File: config.mk
export PLATFORM = sky130hd
export DESIGN_NAME = status_led_blink_code_unit
export DESIGN_NICKNAME = d
export VERILOG_FILES = /design/src/rtl/slbc_pkg.sv /design/src/rtl/status_led_blink_code_unit.sv
export SDC_FILE = /design/constraint.sdc
export NUM_CORES = 1
export LEC_CHECK = 0
export BUFFER_PORTS_ARGS = -buffer_cell sky130_fd_sc_hd__clkbuf_2
export CAP_MARGIN = 15
export CELL_PAD_IN_SITES_DETAIL_PLACEMENT = 0
export CELL_PAD_IN_SITES_GLOBAL_PLACEMENT = 1
export CORE_ASPECT_RATIO = 0.9
export CORE_MARGIN = 2
export CORE_UTILIZATION = 43
export DETAILED_ROUTE_END_ITERATION = 12
export HOLD_SLACK_MARGIN = 0.06
export PLACE_DENSITY_LB_ADDON = 0.1
export SYNTH_ARGS = -nofsm -noshare
export SYNTH_HDL_FRONTEND = slang
export SYNTH_SLANG_ARGS = --single-unit
File: constraint.sdc
create_clock -name aclk -period 5.9 [get_ports aclk]
set_clock_uncertainty 0.1 [all_clocks]
set_input_delay 1.18 -clock aclk [delete_from_list [all_inputs] [get_ports aclk]]
set_output_delay 1.18 -clock aclk [all_outputs]
set_load 0.02 [all_outputs]
File: src/rtl/slbc_pkg.sv
// Package for the status LED blink code unit.
// Holds mode codes, register indexes and field widths; depends on nothing.
`default_nettype none

package slbc_pkg;

    localparam int MODE_W  = 3;
    localparam int DUR_W   = 16;
    localparam int COUNT_W = 3;

    typedef logic [MODE_W-1:0]  mode_t;
    typedef logic [DUR_W-1:0]   dur_t;
    typedef logic [COUNT_W-1:0] count_t;

    // Mode codes, shared by the command field and the result field.
    localparam mode_t MODE_OFF   = 3'd0;
    localparam mode_t MODE_ON    = 3'd1;
    localparam mode_t MODE_FAST  = 3'd2;
    localparam mode_t MODE_CODE1 = 3'd3;
    localparam mode_t MODE_CODE4 = 3'd6;

    // Input kinds carried on tuser.
    localparam logic ACT_TICK = 1'b0;
    localparam logic ACT_MODE = 1'b1;

    // Register indexes; the byte address is four times the index.
    typedef logic [2:0] reg_idx_t;
    localparam reg_idx_t REG_FAST_TOGGLE = 3'd0;
    localparam reg_idx_t REG_PULSE_ON    = 3'd1;
    localparam reg_idx_t REG_PULSE_GAP   = 3'd2;
    localparam reg_idx_t REG_CODE_PAUSE  = 3'd3;
    localparam reg_idx_t REG_ACTIVE_HIGH = 3'd4;

    localparam dur_t RST_FAST_TOGGLE = 16'd100;
    localparam dur_t RST_PULSE_ON    = 16'd200;
    localparam dur_t RST_PULSE_GAP   = 16'd200;
    localparam dur_t RST_CODE_PAUSE  = 16'd1000;

endpackage

`default_nettype wire

File: src/rtl/status_led_blink_code_unit.sv
// Status LED blink code unit: mode register, elapsed counter and result register.
// Depends on slbc_pkg for mode codes, register indexes and widths.
//
//   channel  | direction | payload
//   ---------+-----------+---------------------------------------------------
//   s_axis   | in        | tuser: action; tdata: new_mode
//   m_axis   | out       | tdata: pin_level, lit, mode_now
//   apb      | in/out    | five duration/polarity registers at 4*index
//
// The state update is one saturating add and one compare against a selected
// duration, written straight into the result register.
// A new beat is taken every cycle while the result register is empty or drains.
// Reset (aresetn low, synchronous) gives mode off, LED dark and default registers.
// A stalled result holds the input side only while that register stays full.
`default_nettype none

module status_led_blink_code_unit #(
    parameter int TIME_WIDTH = 16
) (
    input  wire logic        aclk,
    input  wire logic        aresetn,
    input  wire logic        s_tvalid,
    output logic             s_tready,
    input  wire logic [7:0]  s_tdata,   // [2:0] new_mode, [7:3] zero
    input  wire logic        s_tuser,   // [0] action
    output logic             m_tvalid,
    input  wire logic        m_tready,
    output logic [7:0]       m_tdata,   // [0] pin_level, [1] lit, [4:2] mode_now, [7:5] zero
    input  wire logic        psel,
    input  wire logic        penable,
    input  wire logic        pwrite,
    input  wire logic [4:0]  paddr,
    input  wire logic [31:0] pwdata,
    output logic [31:0]      prdata,
    output logic             pready
);
    import slbc_pkg::*;

    // Compare width covers both the counter and the 16-bit durations.
    localparam int CMP_W = (TIME_WIDTH > DUR_W) ? TIME_WIDTH : DUR_W;

    typedef logic [TIME_WIDTH-1:0] time_t;

    dur_t   fast_toggle_reg, pulse_on_reg, pulse_gap_reg, code_pause_reg;
    logic   active_high_reg;

    mode_t  mode_reg, mode_next;
    time_t  elapsed_reg, elapsed_next;
    count_t pulse_count_reg, pulse_count_next;
    logic   lit_reg, lit_next;

    logic       out_valid_reg;
    logic [7:0] out_data_reg, out_data_next;

    logic     s_accept, cfg_write;
    reg_idx_t cfg_idx;
    time_t    elapsed_inc;
    dur_t     limit;
    logic     limit_hit;
    count_t   target;
    mode_t    cmd_mode;

    assign pready    = 1'b1;
    assign cfg_idx   = paddr[4:2];
    assign cfg_write = psel && penable && pwrite && pready;

    always_ff @(posedge aclk) begin
        if (!aresetn) begin
            fast_toggle_reg <= RST_FAST_TOGGLE;
            pulse_on_reg    <= RST_PULSE_ON;
            pulse_gap_reg   <= RST_PULSE_GAP;
            code_pause_reg  <= RST_CODE_PAUSE;
            active_high_reg <= 1'b1;
        end else if (cfg_write) begin
            unique case (cfg_idx)
                REG_FAST_TOGGLE: fast_toggle_reg <= pwdata[DUR_W-1:0];
                REG_PULSE_ON:    pulse_on_reg    <= pwdata[DUR_W-1:0];
                REG_PULSE_GAP:   pulse_gap_reg   <= pwdata[DUR_W-1:0];
                REG_CODE_PAUSE:  code_pause_reg  <= pwdata[DUR_W-1:0];
                REG_ACTIVE_HIGH: active_high_reg <= pwdata[0];
                default: ;
            endcase
        end
    end

    always_comb begin
        unique case (cfg_idx)
            REG_FAST_TOGGLE: prdata = {16'd0, fast_toggle_reg};
            REG_PULSE_ON:    prdata = {16'd0, pulse_on_reg};
            REG_PULSE_GAP:   prdata = {16'd0, pulse_gap_reg};
            REG_CODE_PAUSE:  prdata = {16'd0, code_pause_reg};
            REG_ACTIVE_HIGH: prdata = {31'd0, active_high_reg};
            default:         prdata = 32'd0;
        endcase
    end

    // Input side is free whenever the result register is empty or being drained.
    assign s_tready = !out_valid_reg || m_tready;
    assign s_accept = s_tvalid && s_tready;
    assign cmd_mode = s_tdata[MODE_W-1:0];

    // Pulses wanted by the current blink code: code 1 is mode three.
    assign target = COUNT_W'(mode_reg - MODE_CODE1 + mode_t'(1));

    assign elapsed_inc = (&elapsed_reg) ? elapsed_reg : elapsed_reg + time_t'(1);

    always_comb begin
        if (mode_reg == MODE_FAST)
            limit = fast_toggle_reg;
        else if (lit_reg)
            limit = pulse_on_reg;
        else if (pulse_count_reg >= target)
            limit = code_pause_reg;
        else
            limit = pulse_gap_reg;
    end

    assign limit_hit = CMP_W'(elapsed_inc) >= CMP_W'(limit);

    always_comb begin
        mode_next        = mode_reg;
        elapsed_next     = elapsed_reg;
        pulse_count_next = pulse_count_reg;
        lit_next         = lit_reg;
        if (s_tuser == ACT_MODE) begin
            if (cmd_mode <= MODE_CODE4 && cmd_mode != mode_reg) begin
                mode_next        = cmd_mode;
                elapsed_next     = '0;
                pulse_count_next = '0;
                lit_next         = (cmd_mode != MODE_OFF);
            end
        end else begin
            elapsed_next = elapsed_inc;
            if (mode_reg == MODE_FAST) begin
                if (limit_hit) begin
                    elapsed_next = '0;
                    lit_next     = !lit_reg;
                end
            end else if (mode_reg >= MODE_CODE1) begin
                if (limit_hit) begin
                    elapsed_next = '0;
                    if (lit_reg) begin
                        lit_next         = 1'b0;
                        pulse_count_next = pulse_count_reg + count_t'(1);
                    end else begin
                        lit_next = 1'b1;
                        if (pulse_count_reg >= target)
                            pulse_count_next = '0;
                    end
                end
            end
        end
    end

    always_comb begin
        out_data_next = {3'd0, mode_next, lit_next, lit_next ^ !active_high_reg};
    end

    always_ff @(posedge aclk) begin
        if (!aresetn) begin
            mode_reg        <= MODE_OFF;
            elapsed_reg     <= '0;
            pulse_count_reg <= '0;
            lit_reg         <= 1'b0;
            out_valid_reg   <= 1'b0;
        end else begin
            if (s_accept) begin
                mode_reg        <= mode_next;
                elapsed_reg     <= elapsed_next;
                pulse_count_reg <= pulse_count_next;
                lit_reg         <= lit_next;
                out_valid_reg   <= 1'b1;
            end else if (m_tready) begin
                out_valid_reg <= 1'b0;
            end
        end
    end

    always_ff @(posedge aclk) begin
        if (s_accept)
            out_data_reg <= out_data_next;
    end

    assign m_tvalid = out_valid_reg;
    assign m_tdata  = out_data_reg;

`ifndef SYNTH
    // The pulse count stays within the current code, and is zero outside blink modes.
    a_count_range: assert property (@(posedge aclk) disable iff (!aresetn)
        (mode_reg >= MODE_CODE1) |-> (pulse_count_reg <= target))
        else $error("pulse count beyond code length");

    a_count_idle: assert property (@(posedge aclk) disable iff (!aresetn)
        (mode_reg < MODE_CODE1) |-> (pulse_count_reg == '0))
        else $error("pulse count set outside blink modes");

    a_off_dark: assert property (@(posedge aclk) disable iff (!aresetn)
        (mode_reg == MODE_OFF) |-> !lit_reg)
        else $error("LED lit in off mode");

    a_mode_change: assert property (@(posedge aclk) disable iff (!aresetn)
        (s_accept && s_tuser == ACT_MODE && cmd_mode <= MODE_CODE4 && cmd_mode != mode_reg)
        |=> (elapsed_reg == '0 && mode_reg == $past(cmd_mode)))
        else $error("mode change did not restart timing");

    a_result_follows: assert property (@(posedge aclk) disable iff (!aresetn)
        s_accept |=> (m_tvalid && m_tdata[4:2] == mode_reg && m_tdata[1] == lit_reg))
        else $error("result register does not match state");
`endif

endmodule

`default_nettype wire

==> key figures, run 1 <==
Global routing
  • First-pass GRT wire length: 23900 um
  • Largest net degree at the start of global routing: 95
  • GRT Resource Usage Total: 21.3%
  • Initial antenna violation count: 0
  • Grt total ovfl: 0
  • Vias in the first global route: 4733

Clock tree
  • TritonCTS Buffers: 9
  • CTS hold repair buffers: 0
  • Post-CTS setup buffer count: 0
  • PostCTS Resize Cnt: 0
  • H-tree Lvls: 3
  • Reg clk slew, reported paths: 0.07 ns
  • Clk_lat worst skew: 0.35 ns
  • # clock sinks: 94
  • Root Buffer: clkbuf_16
  • Max clock buf depth: 2
  • CTS tree: yes

Floorplan
  • Initial Util: 43.6%
  • Die H: 114 um
  • Die ar.: 0.0144 mm2
  • Die Width: 126 um
  • Core area: 0.0133 mm2
  • Io pins: 96
  • Number of cell rows: 40

Worst setup path
  • CP Cell Sequence: inv_1, ha_1, inv_1, ha_1, a21oi_2, buf_4, buf_4, mux2i_1, o21ai_0, mux2_2, ha_1, nand2b_1, a2111o_1, o2111ai_1, a31oi_1, nor3_4, o21ai_0, a21boi_2
  • CP Max Fanout: 17
  • Worst setup SP type: flip-flop
  • Most frequent CP cell: ha_1
  • CP Class: flip-flop to flip-flop
  • Arrival time at the worst endpoint: 5.12 ns
  • Critical Path RT: 6.09 ns
  • WP buf/inv: 4
  • Cell family with most CP delay: compound AO/OA/AOI/OAI gates
  • Critical Path Sink Type: flip-flop
  • Cell with the largest stage delay on the worst path: nor3_4
  • CP max stage delay: 0.64 ns

Detailed routing
  • Drt initial violations: 304
  • Final ANT Viol Nets: 0
  • Vias per inst: 5.40
  • Wire per inst: 16.7 um
  • Drt drc: 0
  • Total routed wirelength: 14800 um
  • DR vias: 4802
  • Drt pass-1 iters: 5

Synthesis
  • Fraction of registers with async set/reset: 0%
  • Area of the mapped netlist: 0.00578 mm2
  • EDFF count, synth: 5
  • Most used DFF post-synth: dfxtp_1
  • Yosys reg bits: 94
  • Share of synthesized area occupied by flip-flops and latches: 33.4%
  • Largest area contributor in the netlist: dfxtp_1
  • Synth Instances: 692
  • Top post-synthesis cells by area: dfxtp_1 (31%), nand2_1 (11%), mux2i_1 (6.2%)
  • Top cell type's share of synthesized area: 30.8%
  • Yosys cell types: 58
  • Synth Area per Inst: 8.36 um2
  • Yosys warnings: 0

Pwr
  • Internal Power: 1.02 mW
  • Cell Pwr Density: 222 mW/mm2
  • Clock share of power: 41.6%
  • Pleak: 2.54 nW
  • Switch Pwr: 0.382 mW
  • Seq pwr share: 47.2%
  • Net Sw Frac: 27.2%
  • Maximum VDD drop: 0.173 mV
  • Gate power share: 11.2%

Timing
  • Final setup fails: 0
  • Fin. max-slew vios: 0
  • Setup TNS: 0 ns
  • Fin crit period: 4.93 ns
  • Final Cycle Share: 83.6%
  • Max Freq: 203 MHz
  • RSZ-0062 raised after global routing: false
  • Hold Slack: 0.381 ns
  • Fin. Hold Viols: 0
  • Relative slew slack: 40.1%
  • Worst-Margin Slew: 0.898 ns

Place
  • GP Congestion: 0.784
  • PortBufs: 52
  • DP HPWL: 9920 um
  • Cell Area, Placed: 0.00604 mm2

Final layout
  • Nets@finish: 791
  • # diodes: 0
  • # fillers: 1335
  • Share of cells above drive strength 1: 17.3%
  • Final Instance Area: 0.00633 mm2
  • Layout area overhead: 9.45%

Hold path
  • HP Class: flip-flop to flip-flop

Run status
  • Status: finished clean

Run
  • MaxCap Viol Count: 0
final timing paths:
kind | slack, ns | from | cells after the start | end
worst max-delay path | 0.97 | mode_reg[2]$_SDFFE_PN0P_ | 18 | elapsed_reg[7]$_SDFFE_PN0P_
worst min-delay path | 0.38 | pulse_gap_reg[13]$_SDFFE_PN0P_ | 2 | pulse_gap_reg[13]$_SDFFE_PN0P_
worst max register to register | 0.97 | mode_reg[2]$_SDFFE_PN0P_ | 18 | elapsed_reg[7]$_SDFFE_PN0P_
worst min register to register | 0.38 | pulse_gap_reg[13]$_SDFFE_PN0P_ | 2 | pulse_gap_reg[13]$_SDFFE_PN0P_
routing by layer:
layer  GRT usage (%)  up-vias  part of all wire, %
li1                -     2398                    -
met1            26.3     2297                   46
met2            37.8       93                   49
met3            3.99       14                  3.8
met4            6.59        0                  1.2
met5               0        -                    0
tightest hold or removal path: stages (launching register included):
cell,delay (ns)
dfxtp_1,0.32
nand2_1,0.05
a21boi_0,0.06
logic make-up after synthesis:
group	share of synthesized area, %
AOI/OAI and AO/OA	16.7
xor gates and xnor gates	0.909
adders and majority gates	4.76
buffers and inverters	7.03
DFF	33.4
muxes	12.9
other	0.130
and+or+nand+nor	24.2
layout make-up:
class / instances / area (um2) / area share, %
clock buffer: 11 / 253 / 3.99
clock inverter: 5 / 38.8 / 0.613
inverter: 13 / 48.8 / 0.771
multi-input combinational: 538 / 3530 / 55.7
sequential: 94 / 1930 / 30.5
tap: 168 / 210 / 3.32
timing repair buffer: 60 / 320 / 5.06
power groups by stage:
stage                     Combinational [mW]  Clock, mW  Sequential (mW)
final                                  0.157      0.583            0.663
after global routing                   0.172      0.623            0.664
after CTS                              0.159      0.597            0.663
after detailed placement               0.158          0            0.678
after global placement                 0.156          0            0.677
after floorplan                        0.124          0            0.674
through the flow:
| stage | power, mW | instances | util (%) | setup slack [ns] |
|---|---|---|---|---|
| floorplan | 0.798 | 710 | - | 1.71 |
| global placement | 0.832 | 873 | 45.5 | 0.983 |
| detailed placement | 0.835 | 873 | 45.5 | 0.952 |
| CTS | 1.42 | 889 | 47.7 | 0.902 |
| global route | 1.46 | 889 | 47.7 | 0.447 |
| finish | 1.40 | 889 | 47.7 | 0.969 |
Yosys cell counts, drive strengths merged (2+ instances only):
master     n
or2        9
and3       6
nand3     30
dfxtp     89
nor4b      2
a21oi     17
a211oi     2
nor2b     26
a22oi      8
ha        22
nand2    174
xnor2      6
or3        2
buf       27
inv       12
nand4      7
a31oi      5
mux2       4
nor4       2
o2111ai    2
mux2i     36
nor2      15
edfxtp     5
a21boi    56
and4       2
o21ai     31
nor3       8
clkbuf    38
nand2b     7
o21a       3
a21o       2
conb       2
and2       8
mux4      15
cell usage in the layout (no fill, tap or decap), drive strengths merged, types with 16 or more instances in the layout:
master,synthesis,routed
a21oi,17,17
dfxtp,89,89
mux2i,36,36
nor2b,26,26
clkbuf,38,63
nand3,30,30
a21boi,56,56
nand2,174,174
o21ai,31,31
conb,2,20
ha,22,22
inv,12,16
Note: power is estimated with default switching activity, not from simulation.
==> run 2: changes to the inputs <==
--- a/config.mk
+++ b/config.mk
@@ -11,7 +11,7 @@
 export CELL_PAD_IN_SITES_GLOBAL_PLACEMENT = 1
 export CORE_ASPECT_RATIO = 0.9
 export CORE_MARGIN = 2
-export CORE_UTILIZATION = 43
+export CORE_UTILIZATION = 38
 export DETAILED_ROUTE_END_ITERATION = 12
 export HOLD_SLACK_MARGIN = 0.06
 export PLACE_DENSITY_LB_ADDON = 0.1
==> constraint.sdc (replaced) <==
create_clock -name aclk -period 4.02 [get_ports aclk]
set_clock_uncertainty 0.1 [all_clocks]
set_input_delay 0.804 -clock aclk [delete_from_list [all_inputs] [get_ports aclk]]
set_output_delay 0.804 -clock aclk [all_outputs]
set_load 0.02 [all_outputs]
==> run 2 against run 1 <==
Design area up 6.1%. Flip-flop and latch count did not move. Combinational power increased by 68%. Critical path type unchanged. Largest cell class unchanged. Largest power group unchanged.
==> key figures, run 2 (synthesized netlist as in run 1, its figures left out) <==
Hold path
  • HP Class: flip-flop to flip-flop

Place
  • GP Congestion: 0.748 (-4.6%)
  • DP HPWL: 10600 um (+7.2%)
  • PortBufs: 52 (unchanged)
  • Pre-CTS WS: -0.0889 ns (-1.04 ns)
  • Cell Area, Placed: 0.00627 mm2 (+3.9%)

Final layout
  • Final core utilization: 45.3% (-2.4 points)
  • Most common cell after layout, fill and taps aside: nand2_1
  • Share of cells above drive strength 1: 22.1% (+4.8 points)
  • Most frequent cells in the layout: nand2_1 (168), dfxtp_1 (88), clkbuf_2 (52)
  • Nets@finish: 816 (+3.2%)
  • Final Instance Area: 0.00672 mm2 (+6.1%)
  • # diodes: 0 (unchanged)
  • Layout area overhead: 16.2%

Detailed routing
  • Vias per inst: 5.19 (-4.0%)
  • Drt initial violations: 280 (-7.9%)
  • Total routed wirelength: 15200 um (+2.7%)
  • Routed wl met3: 466 um (-16%)
  • Drt drc: 0 (unchanged)
  • DR vias: 4897 (+2.0%)
  • Met1 WL: 7020 um (+3.3%)
  • Final ANT Viol Nets: 0 (unchanged)
  • Drt pass-1 iters: 4 (-1)
  • Met2 wire length: 7500 um (+3.2%)
  • Top layer reached by signal wires: met4
  • Wire per inst: 16.1 um (-3.3%)

Worst setup path
  • Arrival time at the worst endpoint: 3.84 ns (-1.28 ns)
  • Critical Path RT: 4.03 ns (-2.06 ns)
  • Worst R2R Setup Slack: 0.19 ns (-0.78 ns)
  • RR Endpoint: m_tdata[0]$_DFFE_PP_
  • Crit. Startpoint: mode_reg[2]$_SDFFE_PN0P_
  • Setup crit end: m_tdata[0]$_DFFE_PP_
  • R2R depth: 21 (+3)
  • Reg-to-Reg Start: mode_reg[2]$_SDFFE_PN0P_
  • CP Class: flip-flop to flip-flop
  • Worst setup SP type: flip-flop
  • CP Max Fanout: 4 (-13)
  • Critical Path Sink Type: flip-flop

Timing
  • Worst-Margin Slew: 0.796 ns (-0.102 ns)
  • Fin. max-slew vios: 0 (unchanged)
  • Setup TNS: 0 ns (unchanged)
  • Fin. Hold Viols: 0 (unchanged)
  • Hold Slack: 0.370 ns (-0.0114 ns)
  • Final Cycle Share: 95.4% (+12 points)
  • Fin crit period: 3.83 ns (-1.10 ns)
  • Final setup fails: 0 (unchanged)
  • Max Freq: 261 MHz (+29%)
  • Relative slew slack: 46.9% (+6.8 points)
  • Post-route setup slack: 0.185 ns (-0.784 ns)

Global routing
  • First-pass GRT wire length: 24600 um (+2.9%)
  • Largest net degree at the start of global routing: 57 (-40%)
  • Grt total ovfl: 0 (unchanged)
  • GRT Resource Usage Total: 19.5% (-1.8 points)
  • Initial antenna violation count: 0 (unchanged)
  • Vias in the first global route: 4777 (+0.93%)

Clock tree
  • Root Buffer: clkbuf_16
  • Reg clk slew, reported paths: 0.07 ns (about the same)
  • Max clock buf depth: 2 (unchanged)
  • Clk_lat worst skew: 0.36 ns (about the same)
  • TritonCTS Buffers: 9 (unchanged)
  • CTS hold repair buffers: 0 (unchanged)
  • H-tree Lvls: 3 (unchanged)
  • CTS tree: yes
  • # clock sinks: 94 (unchanged)

Run status
  • Status: finished clean

Pwr
  • Gate power share: 12.5% (+1.3 points)
  • Seq pwr share: 45.9% (-1.3 points)
  • Internal Power: 1.54 mW (+51%)
  • Pleak: 2.70 nW (+6.2%)
  • Net Sw Frac: 26.7% (-0.54 points)
  • Maximum VDD drop: 0.203 mV (+17%)
  • Clock share of power: 41.6% (about the same)
  • Switch Pwr: 0.562 mW (+47%)
  • Cell Pwr Density: 313 mW/mm2 (+41%)

Floorplan
  • Die H: 121 um (+6.1%)
  • Io pins: 96 (unchanged)
  • Die Width: 134 um (+6.2%)
  • Die ar.: 0.0162 mm2 (+13%)
  • Initial Util: 39.0% (-4.6 points)
  • Core area: 0.0148 mm2 (+12%)
  • Number of cell rows: 42 (+5.0%)

Run
  • MaxCap Viol Count: 0 (unchanged)
## run 2: changes by cell type in the layout (fill, tap and decap cells not counted), moves of 2 or more
cell and change:
a21oi_1 -2, buf_12 +4, buf_4 +20, clkbuf_8 -2
ha_1 -2, ha_4 +2, inv_1 -2, inv_2 +2
nor3_1 -2, nor3_2 +2, o21ai_0 -3, o21ai_1 +2
## run 2: stage by stage
| stage | total power [mW] | cells |
|---|---|---|
| after floorplan | 1.17 | 710 |
| after global placement | 1.24 | 925 |
| after detailed placement | 1.24 | 925 |
| after CTS | 2.13 | 943 |
| after global routing | 2.20 | 944 |
| final | 2.11 | 944 |
## run 2: how the worst min path moves through the flow
stage | startpoint | end | slack [ns] | cells past startpoint
finish | fast_toggle_reg[11]$_SDFFE_PN0P_ | fast_toggle_reg[11]$_SDFFE_PN0P_ | 0.37 | 2
global route | pulse_on_reg[10]$_SDFFE_PN0P_ | pulse_on_reg[10]$_SDFFE_PN0P_ | 0.40 | 2
CTS | fast_toggle_reg[11]$_SDFFE_PN0P_ | fast_toggle_reg[11]$_SDFFE_PN0P_ | 0.37 | 2
detailed placement | fast_toggle_reg[11]$_SDFFE_PN0P_ | fast_toggle_reg[11]$_SDFFE_PN0P_ | 0.36 | 2
global placement | fast_toggle_reg[11]$_SDFFE_PN0P_ | fast_toggle_reg[11]$_SDFFE_PN0P_ | 0.36 | 2
floorplan | pulse_gap_reg[15]$_SDFFE_PN0P_ | pulse_gap_reg[15]$_SDFFE_PN0P_ | 0.34 | 2
## run 2: layout make-up
class	count	area (um2)
flip-flops and latches	94	1930
fillers	1495	8100
multi-input cells	538	3630
clock inverters	6	67.6
inverters	13	48.8
clock buffers	10	229
repair buffers	85	562
well taps	198	248
## run 2: worst max-delay path, cell delays in order, from the launching register on
cell and delay, ns:
dfxtp_1 0.32, inv_1 0.05, ha_1 0.28, inv_2 0.04
ha_4 0.26, a21oi_4 0.05, buf_12 0.14, buf_12 0.12
buf_4 0.15, mux2i_1 0.11, o21ai_0 0.14, mux2i_1 0.10
ha_1 0.31, nand4_1 0.18, nor3_2 0.21, buf_4 0.14
o2111ai_2 0.14, a31oi_4 0.20, buf_6 0.14, a211oi_2 0.06
a21o_1 0.21, xnor2_1 0.13
## run 2: timing repair
item | in CTS | in global routing
gates resized for setup | 3 | 20
pin swaps | 4 | 14
endpoints found under the setup margin | 1 | 20
endpoints found under the hold margin | 0 | 0
buffers inserted | 2 | 1
## run 2: per-layer routing
metal,up-vias,GRT usage (%)
met5,-,0
met4,0,5.46
met3,18,3.93
met2,73,33.6
met1,2338,25.0
li1,2468,-
## run 2: power groups by stage
stage	combinational, mW	clock [mW]	sequential [mW]
6_report	0.264	0.876	0.966
5_1_grt	0.288	0.945	0.968
4_1_cts	0.262	0.901	0.966
3_5_place_dp	0.257	0	0.988
3_3_place_gp	0.254	0	0.987
2_1_floorplan	0.183	0	0.989
